[src/design/fractional_clock_divider_search_assert.svh]
// Assertion macros for the fractional clock divider search block.
// Included by the top level; the bodies vanish when SYNTHESIS is defined.
`ifndef FRACTIONAL_CLOCK_DIVIDER_SEARCH_ASSERT_SVH
`define FRACTIONAL_CLOCK_DIVIDER_SEARCH_ASSERT_SVH

`ifndef SYNTHESIS

// Same-cycle implication, checked outside reset.
`define FCDS_ASSERT_IMP(label, clk, rst_n, ante, cons) \
	label: assert property (@(posedge clk) disable iff (!rst_n) (ante) |-> (cons)) \
		else $error("fcds: same-cycle check failed");

// Next-cycle implication, checked outside reset.
`define FCDS_ASSERT_NXT(label, clk, rst_n, ante, cons) \
	label: assert property (@(posedge clk) disable iff (!rst_n) (ante) |=> (cons)) \
		else $error("fcds: next-cycle check failed");

`else

`define FCDS_ASSERT_IMP(label, clk, rst_n, ante, cons)
`define FCDS_ASSERT_NXT(label, clk, rst_n, ante, cons)

`endif

`endif

[src/design/fcds_pkg.sv]
// Package for the fractional clock divider search: widths, constants,
// sequencer states and the divider request/response structs. No dependencies.
`timescale 1ns / 1ps
`default_nettype none

package fcds_pkg;

	localparam int RATE_W   = 20;
	localparam int WWIDTH_W = 6;
	localparam int CLK_W    = 32;
	localparam int BITS_W   = 28;
	localparam int FRAC_W   = 16;
	localparam int DIVD_W   = BITS_W + FRAC_W;
	localparam int CNT_W    = $clog2(DIVD_W + 1);
	localparam int N_W      = 7;
	localparam int Y_W      = 8;
	localparam int X_W      = 8;
	localparam int YN_W     = N_W + Y_W;

	localparam int MAX_N = 64;
	localparam int MAX_Y = 255;

	localparam logic [CLK_W-1:0]  PCLK_RESET = 32'd96000000;
	localparam logic [FRAC_W-1:0] FRAC_HALF  = 16'h8000;
	localparam logic [FRAC_W:0]   FRAC_ONE   = 17'h10000;
	localparam logic [FRAC_W-1:0] ERR_INIT   = 16'hFFFF;
	localparam logic [X_W-1:0]    X_MAX      = 8'hFF;
	localparam logic [X_W-1:0]    X_MIN      = 8'h01;

	localparam logic STATUS_OK   = 1'b0;
	localparam logic STATUS_NO_N = 1'b1;

	typedef enum logic [2:0] {
		ST_IDLE,
		ST_RATIO,
		ST_NSEARCH,
		ST_YSEARCH,
		ST_YN,
		ST_XPROD,
		ST_XDIV,
		ST_DONE
	} state_t;

	typedef struct packed {
		logic              start;
		logic [DIVD_W-1:0] dividend;
		logic [CLK_W-1:0]  divisor;
	} div_req_t;

	typedef struct packed {
		logic              done;
		logic [DIVD_W-1:0] quotient;
	} div_rsp_t;

endpackage

`default_nettype wire

[src/design/fractional_clock_divider_search.sv]
// Top level of the fractional clock divider search: sequencer, N and y
// search datapath, config register. Depends on fcds_pkg, fcds_div and the assert header.
//
//   channel   ports                                           direction
//   request   start, sample_rate, word_width / busy           in / out
//   result    done, x_divider, y_divider, n_divider, status   out
//   config    cfg_valid, peripheral_clock_hz / cfg_ready      in / out
//
// The done strobe follows the accepting edge; busy drops in the cycle after done. Each
// 44-step pass of the shared serial divider yields the ratio or x; the N search tries N
// from 64 down to 1, the y search y from 255 down to 1, and ST_YN then ST_XPROD form y*N.
// A zero clock strobes done in the cycle after the accept, a ratio of one or more after
// the first pass. Reset returns the sequencer to idle and the clock register to 96 MHz.
// Results are shown for one cycle and the receiver cannot stall them.
`timescale 1ns / 1ps
`default_nettype none
`include "fractional_clock_divider_search_assert.svh"

module fractional_clock_divider_search (
	input  wire logic                            clk,
	input  wire logic                            arst_n,
	input  wire logic                            start,
	output logic                                 busy,
	input  wire logic [fcds_pkg::RATE_W-1:0]     sample_rate,
	input  wire logic [fcds_pkg::WWIDTH_W-1:0]   word_width,
	input  wire logic                            cfg_valid,
	output logic                                 cfg_ready,
	input  wire logic [fcds_pkg::CLK_W-1:0]      peripheral_clock_hz,
	output logic                                 done,
	output logic [fcds_pkg::X_W-1:0]             x_divider,
	output logic [fcds_pkg::Y_W-1:0]             y_divider,
	output logic [fcds_pkg::N_W-1:0]             n_divider,
	output logic                                 status
);

	fcds_pkg::state_t state_q, state_d;

	logic [fcds_pkg::CLK_W-1:0]    pclk_q;
	logic [fcds_pkg::BITS_W-1:0]   bits_q;
	logic [fcds_pkg::FRAC_W-1:0]   ratio_q;
	logic [fcds_pkg::N_W-1:0]      n_q;
	logic [fcds_pkg::FRAC_W-1:0]   r_q;
	logic [fcds_pkg::Y_W-1:0]      y_q;
	logic [fcds_pkg::Y_W-1:0]      best_y_q;
	logic [fcds_pkg::FRAC_W-1:0]   best_err_q;
	logic [fcds_pkg::YN_W-1:0]     yn_q;
	logic [fcds_pkg::X_W-1:0]      x_q;
	logic [fcds_pkg::Y_W-1:0]      yo_q;
	logic [fcds_pkg::N_W-1:0]      no_q;
	logic                          st_q;

	logic                                        accept;
	logic [fcds_pkg::BITS_W-3:0]                 rw;
	logic [fcds_pkg::BITS_W-1:0]                 bits_d;
	logic [fcds_pkg::FRAC_W+fcds_pkg::N_W-1:0]   n_prod;
	logic                                        n_fit;
	logic [fcds_pkg::FRAC_W+fcds_pkg::Y_W-1:0]   y_prod;
	logic [fcds_pkg::FRAC_W-1:0]                 frac;
	logic [fcds_pkg::FRAC_W-1:0]                 err;
	logic                                        err_better;
	logic                                        y_stop;
	logic                                        ratio_big;
	logic [fcds_pkg::X_W-1:0]                    x_clamp;
	fcds_pkg::div_req_t                          div_req;
	fcds_pkg::div_rsp_t                          div_rsp;
	logic                                        err_done;
	logic                                        ok_done;
	logic                                        fields_zero;
	logic                                        fields_ok;

	fcds_div u_div (
		.clk    (clk),
		.arst_n (arst_n),
		.req    (div_req),
		.rsp    (div_rsp)
	);

	assign accept    = start && !busy;
	assign busy      = (state_q != fcds_pkg::ST_IDLE);
	assign done      = (state_q == fcds_pkg::ST_DONE);
	assign cfg_ready = 1'b1;

	assign x_divider = x_q;
	assign y_divider = yo_q;
	assign n_divider = no_q;
	assign status    = st_q;

	always_comb begin
		rw     = (fcds_pkg::BITS_W-2)'(sample_rate) * (fcds_pkg::BITS_W-2)'(word_width);
		bits_d = {rw, 2'b00};

		n_prod = (fcds_pkg::FRAC_W+fcds_pkg::N_W)'(ratio_q)
			* (fcds_pkg::FRAC_W+fcds_pkg::N_W)'(n_q);
		n_fit  = (n_prod[fcds_pkg::FRAC_W+fcds_pkg::N_W-1:fcds_pkg::FRAC_W] == '0);

		// Rounding error is the distance of y*R to the nearest whole number.
		y_prod = (fcds_pkg::FRAC_W+fcds_pkg::Y_W)'(r_q)
			* (fcds_pkg::FRAC_W+fcds_pkg::Y_W)'(y_q);
		frac   = y_prod[fcds_pkg::FRAC_W-1:0];
		if (frac > fcds_pkg::FRAC_HALF) begin
			err = fcds_pkg::FRAC_W'(fcds_pkg::FRAC_ONE - {1'b0, frac});
		end else begin
			err = frac;
		end
		err_better = (err < best_err_q);
		y_stop     = (err == '0) || (y_q == fcds_pkg::Y_W'(1));

		ratio_big = (div_rsp.quotient[fcds_pkg::DIVD_W-1:fcds_pkg::FRAC_W] != '0);

		priority if (div_rsp.quotient[fcds_pkg::DIVD_W-1:fcds_pkg::X_W] != '0) begin
			x_clamp = fcds_pkg::X_MAX;
		end else if (div_rsp.quotient[fcds_pkg::X_W-1:0] == '0) begin
			x_clamp = fcds_pkg::X_MIN;
		end else begin
			x_clamp = div_rsp.quotient[fcds_pkg::X_W-1:0];
		end
	end

	always_ff @(posedge clk or negedge arst_n) begin
		if (!arst_n) begin
			state_q <= fcds_pkg::ST_IDLE;
			pclk_q  <= fcds_pkg::PCLK_RESET;
		end else begin
			state_q <= state_d;
			if (cfg_valid && cfg_ready) begin
				pclk_q <= peripheral_clock_hz;
			end
		end
	end

	always_comb begin
		state_d          = state_q;
		div_req.start    = 1'b0;
		div_req.dividend = {bits_d, fcds_pkg::FRAC_W'(0)};
		div_req.divisor  = pclk_q;
		unique case (state_q)
			fcds_pkg::ST_IDLE: begin
				if (accept) begin
					if (pclk_q == '0) begin
						state_d = fcds_pkg::ST_DONE;
					end else begin
						div_req.start = 1'b1;
						state_d       = fcds_pkg::ST_RATIO;
					end
				end
			end
			fcds_pkg::ST_RATIO: begin
				if (div_rsp.done) begin
					state_d = ratio_big ? fcds_pkg::ST_DONE : fcds_pkg::ST_NSEARCH;
				end
			end
			fcds_pkg::ST_NSEARCH: begin
				if (n_fit) begin
					state_d = fcds_pkg::ST_YSEARCH;
				end else if (n_q == fcds_pkg::N_W'(1)) begin
					state_d = fcds_pkg::ST_DONE;
				end
			end
			fcds_pkg::ST_YSEARCH: begin
				if (y_stop) begin
					state_d = fcds_pkg::ST_YN;
				end
			end
			fcds_pkg::ST_YN: begin
				state_d = fcds_pkg::ST_XPROD;
			end
			fcds_pkg::ST_XPROD: begin
				div_req.start    = 1'b1;
				div_req.dividend = fcds_pkg::DIVD_W'(
					(fcds_pkg::DIVD_W)'(yn_q) * (fcds_pkg::DIVD_W)'(bits_q));
				state_d          = fcds_pkg::ST_XDIV;
			end
			fcds_pkg::ST_XDIV: begin
				if (div_rsp.done) begin
					state_d = fcds_pkg::ST_DONE;
				end
			end
			fcds_pkg::ST_DONE: begin
				state_d = fcds_pkg::ST_IDLE;
			end
		endcase
	end

	always_ff @(posedge clk) begin
		unique case (state_q)
			fcds_pkg::ST_IDLE: begin
				if (accept) begin
					bits_q <= bits_d;
					if (pclk_q == '0) begin
						x_q  <= '0;
						yo_q <= '0;
						no_q <= '0;
						st_q <= fcds_pkg::STATUS_NO_N;
					end
				end
			end
			fcds_pkg::ST_RATIO: begin
				if (div_rsp.done) begin
					ratio_q <= div_rsp.quotient[fcds_pkg::FRAC_W-1:0];
					n_q     <= fcds_pkg::N_W'(fcds_pkg::MAX_N);
					if (ratio_big) begin
						x_q  <= '0;
						yo_q <= '0;
						no_q <= '0;
						st_q <= fcds_pkg::STATUS_NO_N;
					end
				end
			end
			fcds_pkg::ST_NSEARCH: begin
				if (n_fit) begin
					r_q        <= n_prod[fcds_pkg::FRAC_W-1:0];
					y_q        <= fcds_pkg::Y_W'(fcds_pkg::MAX_Y);
					best_y_q   <= '0;
					best_err_q <= fcds_pkg::ERR_INIT;
				end else begin
					n_q <= n_q - 1'b1;
					if (n_q == fcds_pkg::N_W'(1)) begin
						x_q  <= '0;
						yo_q <= '0;
						no_q <= '0;
						st_q <= fcds_pkg::STATUS_NO_N;
					end
				end
			end
			fcds_pkg::ST_YSEARCH: begin
				// Strictly smaller error wins, so ties keep the larger y.
				if (err_better) begin
					best_y_q   <= y_q;
					best_err_q <= err;
				end
				y_q <= y_q - 1'b1;
			end
			fcds_pkg::ST_YN: begin
				yn_q <= fcds_pkg::YN_W'(best_y_q) * fcds_pkg::YN_W'(n_q);
			end
			fcds_pkg::ST_XPROD: begin
				yn_q <= yn_q;
			end
			fcds_pkg::ST_XDIV: begin
				if (div_rsp.done) begin
					x_q  <= x_clamp;
					yo_q <= best_y_q;
					no_q <= n_q;
					st_q <= fcds_pkg::STATUS_OK;
				end
			end
			fcds_pkg::ST_DONE: begin
				bits_q <= bits_q;
			end
		endcase
	end

	assign err_done    = done && (status == fcds_pkg::STATUS_NO_N);
	assign ok_done     = done && (status == fcds_pkg::STATUS_OK);
	assign fields_zero = (x_divider == '0) && (y_divider == '0) && (n_divider == '0);
	assign fields_ok   = (x_divider != '0) && (y_divider != '0) && (n_divider != '0)
		&& (n_divider <= fcds_pkg::N_W'(fcds_pkg::MAX_N));

	`FCDS_ASSERT_IMP(a_error_fields_zero, clk, arst_n, err_done, fields_zero)
	`FCDS_ASSERT_IMP(a_ok_fields_range, clk, arst_n, ok_done, fields_ok)
	`FCDS_ASSERT_NXT(a_accept_goes_busy, clk, arst_n, start && !busy, busy)
	`FCDS_ASSERT_NXT(a_done_single_cycle, clk, arst_n, done, !done && !busy)

endmodule

`default_nettype wire

[src/design/fcds_div.sv]
// Restoring serial divider, one quotient bit per cycle, shared by the
// ratio and x computations. Depends on fcds_pkg.
`timescale 1ns / 1ps
`default_nettype none

module fcds_div (
	input  wire logic              clk,
	input  wire logic              arst_n,
	input  wire fcds_pkg::div_req_t req,
	output fcds_pkg::div_rsp_t     rsp
);

	logic [fcds_pkg::CLK_W-1:0]  rem_q;
	logic [fcds_pkg::DIVD_W-1:0] quo_q;
	logic [fcds_pkg::CLK_W-1:0]  divisor_q;
	logic [fcds_pkg::CNT_W-1:0]  cnt_q;
	logic                        run_q;
	logic                        done_q;
	logic [fcds_pkg::CLK_W:0]    trial;
	logic [fcds_pkg::CLK_W:0]    diff;
	logic                        qbit;

	// Shift the next dividend bit into the partial remainder and try a subtract.
	always_comb begin
		trial = {rem_q, quo_q[fcds_pkg::DIVD_W-1]};
		diff  = trial - {1'b0, divisor_q};
		qbit  = (trial >= {1'b0, divisor_q});
	end

	always_ff @(posedge clk or negedge arst_n) begin
		if (!arst_n) begin
			run_q  <= 1'b0;
			done_q <= 1'b0;
			cnt_q  <= '0;
		end else if (req.start) begin
			run_q  <= 1'b1;
			done_q <= 1'b0;
			cnt_q  <= fcds_pkg::CNT_W'(fcds_pkg::DIVD_W);
		end else if (run_q) begin
			cnt_q <= cnt_q - 1'b1;
			if (cnt_q == fcds_pkg::CNT_W'(1)) begin
				run_q  <= 1'b0;
				done_q <= 1'b1;
			end
		end else begin
			done_q <= 1'b0;
		end
	end

	always_ff @(posedge clk) begin
		if (req.start) begin
			rem_q     <= '0;
			quo_q     <= req.dividend;
			divisor_q <= req.divisor;
		end else if (run_q) begin
			rem_q <= qbit ? diff[fcds_pkg::CLK_W-1:0] : trial[fcds_pkg::CLK_W-1:0];
			quo_q <= {quo_q[fcds_pkg::DIVD_W-2:0], qbit};
		end
	end

	assign rsp.done     = done_q;
	assign rsp.quotient = quo_q;

endmodule

`default_nettype wire
[config.mk]
export PLATFORM = sky130hd
export DESIGN_NAME = fractional_clock_divider_search
export DESIGN_NICKNAME = d
export VERILOG_FILES = /design/src/design/fcds_pkg.sv /design/src/design/fractional_clock_divider_search.sv /design/src/design/fcds_div.sv
export VERILOG_INCLUDE_DIRS = /design/src /design/src/design
export SDC_FILE = /design/constraint.sdc
export NUM_CORES = 2
export LEC_CHECK = 0
export ABC_AREA = 1
export ABC_CLOCK_PERIOD_IN_PS = 21600
export BUFFER_PORTS_ARGS = -buffer_cell sky130_fd_sc_hd__buf_2
export CAP_MARGIN = 40
export CORE_ASPECT_RATIO = 0.5
export CORE_MARGIN = 2
export CORE_UTILIZATION = 35
export CTS_BUF_LIST = sky130_fd_sc_hd__clkbuf_8
export DETAILED_ROUTE_END_ITERATION = 10
export PLACE_DENSITY = 0.47
export RECOVER_POWER = 25
export SLEW_MARGIN = 20
export SYNTH_ARGS = -nofsm -noshare
export SYNTH_HDL_FRONTEND = slang
export SYNTH_SLANG_ARGS = --single-unit
[constraint.sdc]
create_clock -name clk -period 21.6 [get_ports clk]
set_clock_uncertainty 0.15 [all_clocks]
set_input_delay 2.16 -clock clk [delete_from_list [all_inputs] [get_ports clk]]
set_output_delay 2.16 -clock clk [all_outputs]
set_load 0.01 [all_outputs]
Word-level counts from Yosys, hierarchy flattened:

Index checks and enable logic that the tools add are counted.

* multipliers: 5
* mux-type cells: 64
* shifts and indexed selects: 0
* div/mod/pow operators: 0
* add/sub/neg operators: 5
* $lt $le $gt $ge: 3
* bitwise operators: 0
* equal/unequal tests: 22
* reductions and logical operators: 23

Operators with widths (number)
* $mux 44: 3
* $mux 8: 13
* $pmux 8 s4: 2
* $mux 7: 9
* $mux 16: 3
* $mul 15x26->41: 1
* $reduce_bool 36->1: 1
* $ge 33x32->1: 1
* $logic_not 32->1: 1
* $mux 32: 1
* $pmux 16 s2: 1
* $pmux 8 s2: 2
* $sub 32x32->32: 1
* $pmux 7 s4: 1
* $reduce_bool 28->1: 1
* $mul 20x6->26: 1
* $mux 3: 8
* $pmux 3 s8: 1
* $mul 16x7->23: 1
* $gt 16x16->1 const B: 1
* $logic_not 16->1: 1
* $lt 16x16->1: 1
* $mul 16x8->16: 1
* $ne 2x2->1 const B: 8
* other kinds (31): 58

* bits in writable memories: 0
* latch bits: 0
* memories: 0
* output and inout port bits: 27
* memory bits (read-only): 0
* bits of input ports: 62
* flip-flop bits (word level): 287

Longest topological paths before layout:

* depth after elaboration: 7
* gate-level depth with buffers: 38
* gate-level depth less buffers: 36

Cells and area by module:

From an unflattened synthesis, not the netlist that was laid out.

* cells, all modules: 5145
* area, all modules: 39725.6 sq um

Modules (own cells, without submodules)
* fractional_clock_divider_search: cells an instance 4093, times used 1, area each 32296.0 sq um, sequential area each 4972.3 sq um
* fcds_div: cells an instance 1052, times used 1, area each 7429.6 sq um, sequential area each 3123.0 sq um

Worst setup path after synthesis:

Ideal clock, no wire load.

* path kind: register to register
* from: reg n_q[3] (netlist name)
* to: reg no_q (netlist bit n_divider[0]), enable pin
* stages on the path, launching flop included: 23
* path slack: 14104 ps
* arrival: 6880 ps
* setup time: 466 ps
* path through: edfxtp_1 -> clkbuf_1 -> buf_1 -> nand2_1 -> fa_1 -> inv_1 -> fa_1 -> fa_1 -> fa_1 -> ha_1 -> nand2_1 -> inv_1 -> nand2_1 -> nand2_1 -> a21oi_1 -> inv_1 -> a21oi_1 -> o21ai_0 -> xor2_1 -> nor3b_1 -> nand3_1 -> nand3_1 -> nor4_1

* longest elaborated chain between the ends: 4

RTL lines
* from (decl): line fractional_clock_divider_search.sv:41 `logic [fcds_pkg::N_W-1:0] n_q;`
* from (signal assigned): line fractional_clock_divider_search.sv:200 `n_q <= fcds_pkg::N_W'(fcds_pkg::MAX_N);`
* from (signal assigned): line fractional_clock_divider_search.sv:216 `n_q <= n_q - 1'b1;`
* $mul 16x7->23: line fractional_clock_divider_search.sv:93 `* (fcds_pkg::FRAC_W+fcds_pkg::N_W)'(n_q);`
* $logic_not 7->1: line fractional_clock_divider_search.sv:94 `n_fit = (n_prod[fcds_pkg::FRAC_W+fcds_pkg::N_W-1:fcds_pkg::FRAC_W] == '0);`
* $ne 2x2->1 (no source line)
* $reduce_and 8->1 (no source line) (*)
* to (signal assigned): line fractional_clock_divider_search.sv:243 `no_q <= n_q;`
* to (decl): line fractional_clock_divider_search.sv:49 `logic [fcds_pkg::N_W-1:0] no_q;`

Every way passes the cells marked *; elsewhere a longest branch is shown, timed or not.
A chain may end at the register's enable or synchronous reset.

Worst setup path in the final report:

* from: reg y_q[2] (netlist name)
* to: reg best_y_q[6] (netlist name), enable pin

* longest elaborated chain between the ends: 6

RTL lines
* from (decl): line fractional_clock_divider_search.sv:43 `logic [fcds_pkg::Y_W-1:0] y_q;`
* from (signal assigned): line fractional_clock_divider_search.sv:212 `y_q <= fcds_pkg::Y_W'(fcds_pkg::MAX_Y);`
* from (signal assigned): line fractional_clock_divider_search.sv:231 `y_q <= y_q - 1'b1;`
* $mul 16x8->16: line fractional_clock_divider_search.sv:98 `* (fcds_pkg::FRAC_W+fcds_pkg::Y_W)'(y_q);`
* $gt 16x16->1: line fractional_clock_divider_search.sv:100 `if (frac > fcds_pkg::FRAC_HALF) begin`
* $mux 16: line fractional_clock_divider_search.sv:100
* net err (one bit): line fractional_clock_divider_search.sv:59 `logic [fcds_pkg::FRAC_W-1:0] err;`
* $lt 16x16->1: line fractional_clock_divider_search.sv:105 `err_better = (err < best_err_q);`
* $ne 2x2->1 (no source line)
* $reduce_and 3->1 (no source line)
* to (signal assigned): line fractional_clock_divider_search.sv:228 `best_y_q <= y_q;`
* to (decl): line fractional_clock_divider_search.sv:44 `logic [fcds_pkg::Y_W-1:0] best_y_q;`

The timed path passes the listed nets, and every way through them passes these cells.

==> summary.txt <==
Worst setup path
  – Most used cell, CP: nand2_1
  – FF-to-FF setup slack: 14.43 ns
  – Crit path arrival time: 7.38 ns
  – Setup CP Type: register to register
  – Critical path fanouts, max: 20
  – FF-to-FF Start: y_q[2]
  – Req. time, crit path: 21.81 ns
  – Crit-path max cell delay: 0.84 ns
  – Startpoint Class: register
  – Crit-path slowest cell: edfxtp_1
  – Worst setup EP type: register
  – Worst setup path start: y_q[2]
  – Reg2Reg Capture Point: best_y_q[6]
  – Reg2reg path depth: 32
  – CP endpoint: best_y_q[6]

Yosys
  – Post-Syn Instances: 4,658
  – Post-synth EDFFs: 212
  – Post-synthesis sequential area ratio: 0.2134
  – Avg Cell Area, Syn: 8.145 sq um
  – Number of synthesized register bits: 287
  – Mapped Nets: 5,552
  – Unique masters post-synth: 58
  – Asr flop ratio synth: 0.1498
  – Cell Area, Synth: 37,940 sq um
  – Main synth FF type: edfxtp_1
  – Yosys warnings: 0

Timing
  – Fmax: 0.1395 GHz
  – RSZ-0062 raised after global routing: no
  – Hold Fails Final Rpt: 0
  – Slew Viols, Final: 44
  – TNS Setup: 0 ns
  – Rel. slew slack: -0.8251
  – Worst slew pin tran: 2.738 ns
  – Fin crit share: 0.3320
  – Minimum clock period after layout: 7.170 ns
  – Endpoints failing setup: 0
  – Final WS setup: 14.43 ns

Global route
  – GRT Residual Overflow: 0
  – GR Util All Layers: 0.1798
  – Largest net degree at the start of global routing: 64
  – Initial antenna violation count: 5
  – First-pass GRT wire length: 162,400 microns
  – Vias in the first global route: 31,080

Final layout
  – Fin nets: 5,562
  – Final core occ: 0.3824
  – Fin cells: 6,141
  – Fill cells: 11,080
  – Share of cells above drive strength 1: 0.05739
  – Area grow syn2layout: 8.360%

Detailed routing
  – Vias: 29,330
  – Number of remaining DRC errors: 0
  – DR iter-0 viols: 1,637
  – Drt via density: 4.777
  – Final WL: 96,830 microns
  – Wire length per cell: 15.77 microns
  – 1st-pass router iterations: 5
  – Post-route ant nets: 0

Clocking
  – CTS H-tree depth: 2
  – Clk pin slew, worst setup/hold paths: 0.06 ns
  – TritonCTS Sinks: 287
  – Clock Root Buffer: clkbuf_8
  – Cts bufs inserted: 49
  – Post-CTS Setup Bufs: 0
  – Post-CTS Hold Fix Bufs: 0
  – Post-CTS Resized: 0
  – Clock buffer depth: 3
  – Clk_lat worst skew: 0.68 ns
  – CTS tree: yes

Place
  – Post-place setup slack: 14.44 ns
  – GPL Wtd Cong: 0.8708
  – Post-DP HPWL: 78,550 microns
  – Dpl cells: 6,051
  – Port buffer count: 87

Floorplan
  – Die Y: 236.8 microns
  – Die area: 111,200 sq um
  – Starting Density: 0.3529
  – Standard-cell rows: 85
  – Core area: 107,500 sq um
  – Die X: 469.6 microns
  – Top-Level Pins: 89

Hold path
  – Hold Path Class: register to register

Run
  – Max Cap Viol: 1

Status
  – Failing checks: capacitance limit, slew limit
  – Status: finished with violations
-- registers in the layout, summed over array words and instances, names as in the netlist, 6 cells and up --
name             count
r_q                 16
best_y_q             8
u_div.quo_q         44
u_div.divisor_q     32
y_divider            8
y_q                  8
n_divider            7
yn_q                15
n_q                  7
bits_q              26
best_err_q          16
u_div.rem_q         32
ratio_q             16
pclk_q              32
u_div.cnt_q          6
x_divider            8
-- cells in the mapped netlist, types with 4 or more instances --
cell	n	area [sq um]
nand2_1	1250	4692
inv_1	1083	4065
fa_1	542	10850
ha_1	290	3628
edfxtp_1	212	6366
a21oi_1	187	935.9
nor2_1	184	690.7
o21ai_0	178	890.9
clkbuf_1	140	525.5
nand3_1	133	665.6
xor2_1	59	516.8
xnor2_1	44	385.4
dfrtp_1	33	825.8
dfxtp_1	32	640.6
mux2_2	32	360.4
nand4_1	25	156.4
nor4_1	24	150.1
a31oi_1	19	118.9
nor3_1	18	90.09
o211ai_1	15	112.6
a21o_1	14	105.1
nand2_2	12	75.07
buf_1	10	37.54
buf_2	10	50.05
dfstp_2	10	262.8
nand3b_1	10	75.07
o21bai_1	10	75.07
o22ai_1	10	62.56
clkbuf_2	6	30.03
o21ai_1	6	30.03
inv_2	4	15.01
nor2_2	4	25.02
o21a_1	4	30.03
o221ai_1	4	35.03
o31ai_1	4	30.03
-- through the flow --
step / hold slack, ns / cell area [sq um]
3_3_place_gp: 0.3075 / 39620
4_1_cts: 0.3222 / 41110
2_1_floorplan: 0.2931 / 37940
3_5_place_dp: 0.3118 / 40060
6_report: 0.3185 / 41110
5_1_grt: 0.3374 / 41110
-- metal layers --
| layer | routed length, microns | track usage |
|---|---|---|
| met5 | 0 | 0 |
| met4 | 1525 | 0.03295 |
| met3 | 3658 | 0.02270 |
| met2 | 47660 | 0.3163 |
| met1 | 43990 | 0.2388 |
-- layout by cell type (no fill, tap or decap), types with 5 or more instances in the layout --
cell type / instances
a21o_1: 14
a21oi_1: 187
a31oi_1: 19
buf_2: 88
buf_4: 11
buf_8: 19
bufinv_16: 5
clkbuf_8: 55
clkinv_1: 9
clkinv_2: 11
dfrtp_1: 33
dfstp_1: 10
dfxtp_1: 32
edfxtp_1: 212
fa_1: 542
ha_1: 290
inv_1: 1088
inv_2: 6
mux2_2: 32
nand2_1: 1249
nand2_2: 13
nand3_1: 133
nand3b_1: 10
nand4_1: 25
nor2_1: 180
nor2_2: 8
nor3_1: 18
nor4_1: 23
o211ai_1: 15
o21ai_0: 178
o21ai_1: 6
o21bai_1: 10
o22ai_1: 10
xnor2_1: 44
xor2_1: 59
-- final cells by class --
type                    instances  area [sq um]  share of cell area
diodes                          1         2.502          0.00006087
clock buffers                  55         757.0             0.01841
clock inverters                33         290.3            0.007061
inverters                    1090          4091             0.09952
multi-input cells            3112         25110              0.6107
flip-flops and latches        287          8095              0.1969
well taps                    1435          1795             0.04367
repair buffers                128         973.4             0.02368
-- cells by family after synthesis --
group	count (synthesis)	synth area share
buf+inv	1259	0.1254
simple gates	1674	0.1778
mux	32	0.009498
xor+xnor	104	0.02421
compound gates	469	0.06800
flops	287	0.2134
other cells	1	0.00009884
fa+ha+maj	832	0.3816
-- worst min-delay path by stage --
stage | start | end | cells past startpoint
after floorplan | pclk_q[13] | u_div.divisor_q[13] | 0
after detailed placement | u_div.rem_q[9] | u_div.rem_q[9] | 2
after global routing | pclk_q[5] | u_div.divisor_q[5] | 0
final | u_div.rem_q[7] | u_div.rem_q[7] | 2
after CTS | u_div.rem_q[9] | u_div.rem_q[9] | 2
after global placement | pclk_q[9] | u_div.divisor_q[9] | 0
-- critical path, delay by kind of cell, from the launching register on --
kind / cells / cell delay [ns]
flops: 1 / 0.84
fa+ha+maj: 6 / 2.68
simple gates: 18 / 2.22
compound gates: 3 / 0.50
buf+inv: 5 / 0.45
Power is left out: the tool's default activity adds up to more than one toggle a clock period on the data nets, which glitch-free logic cannot reach.
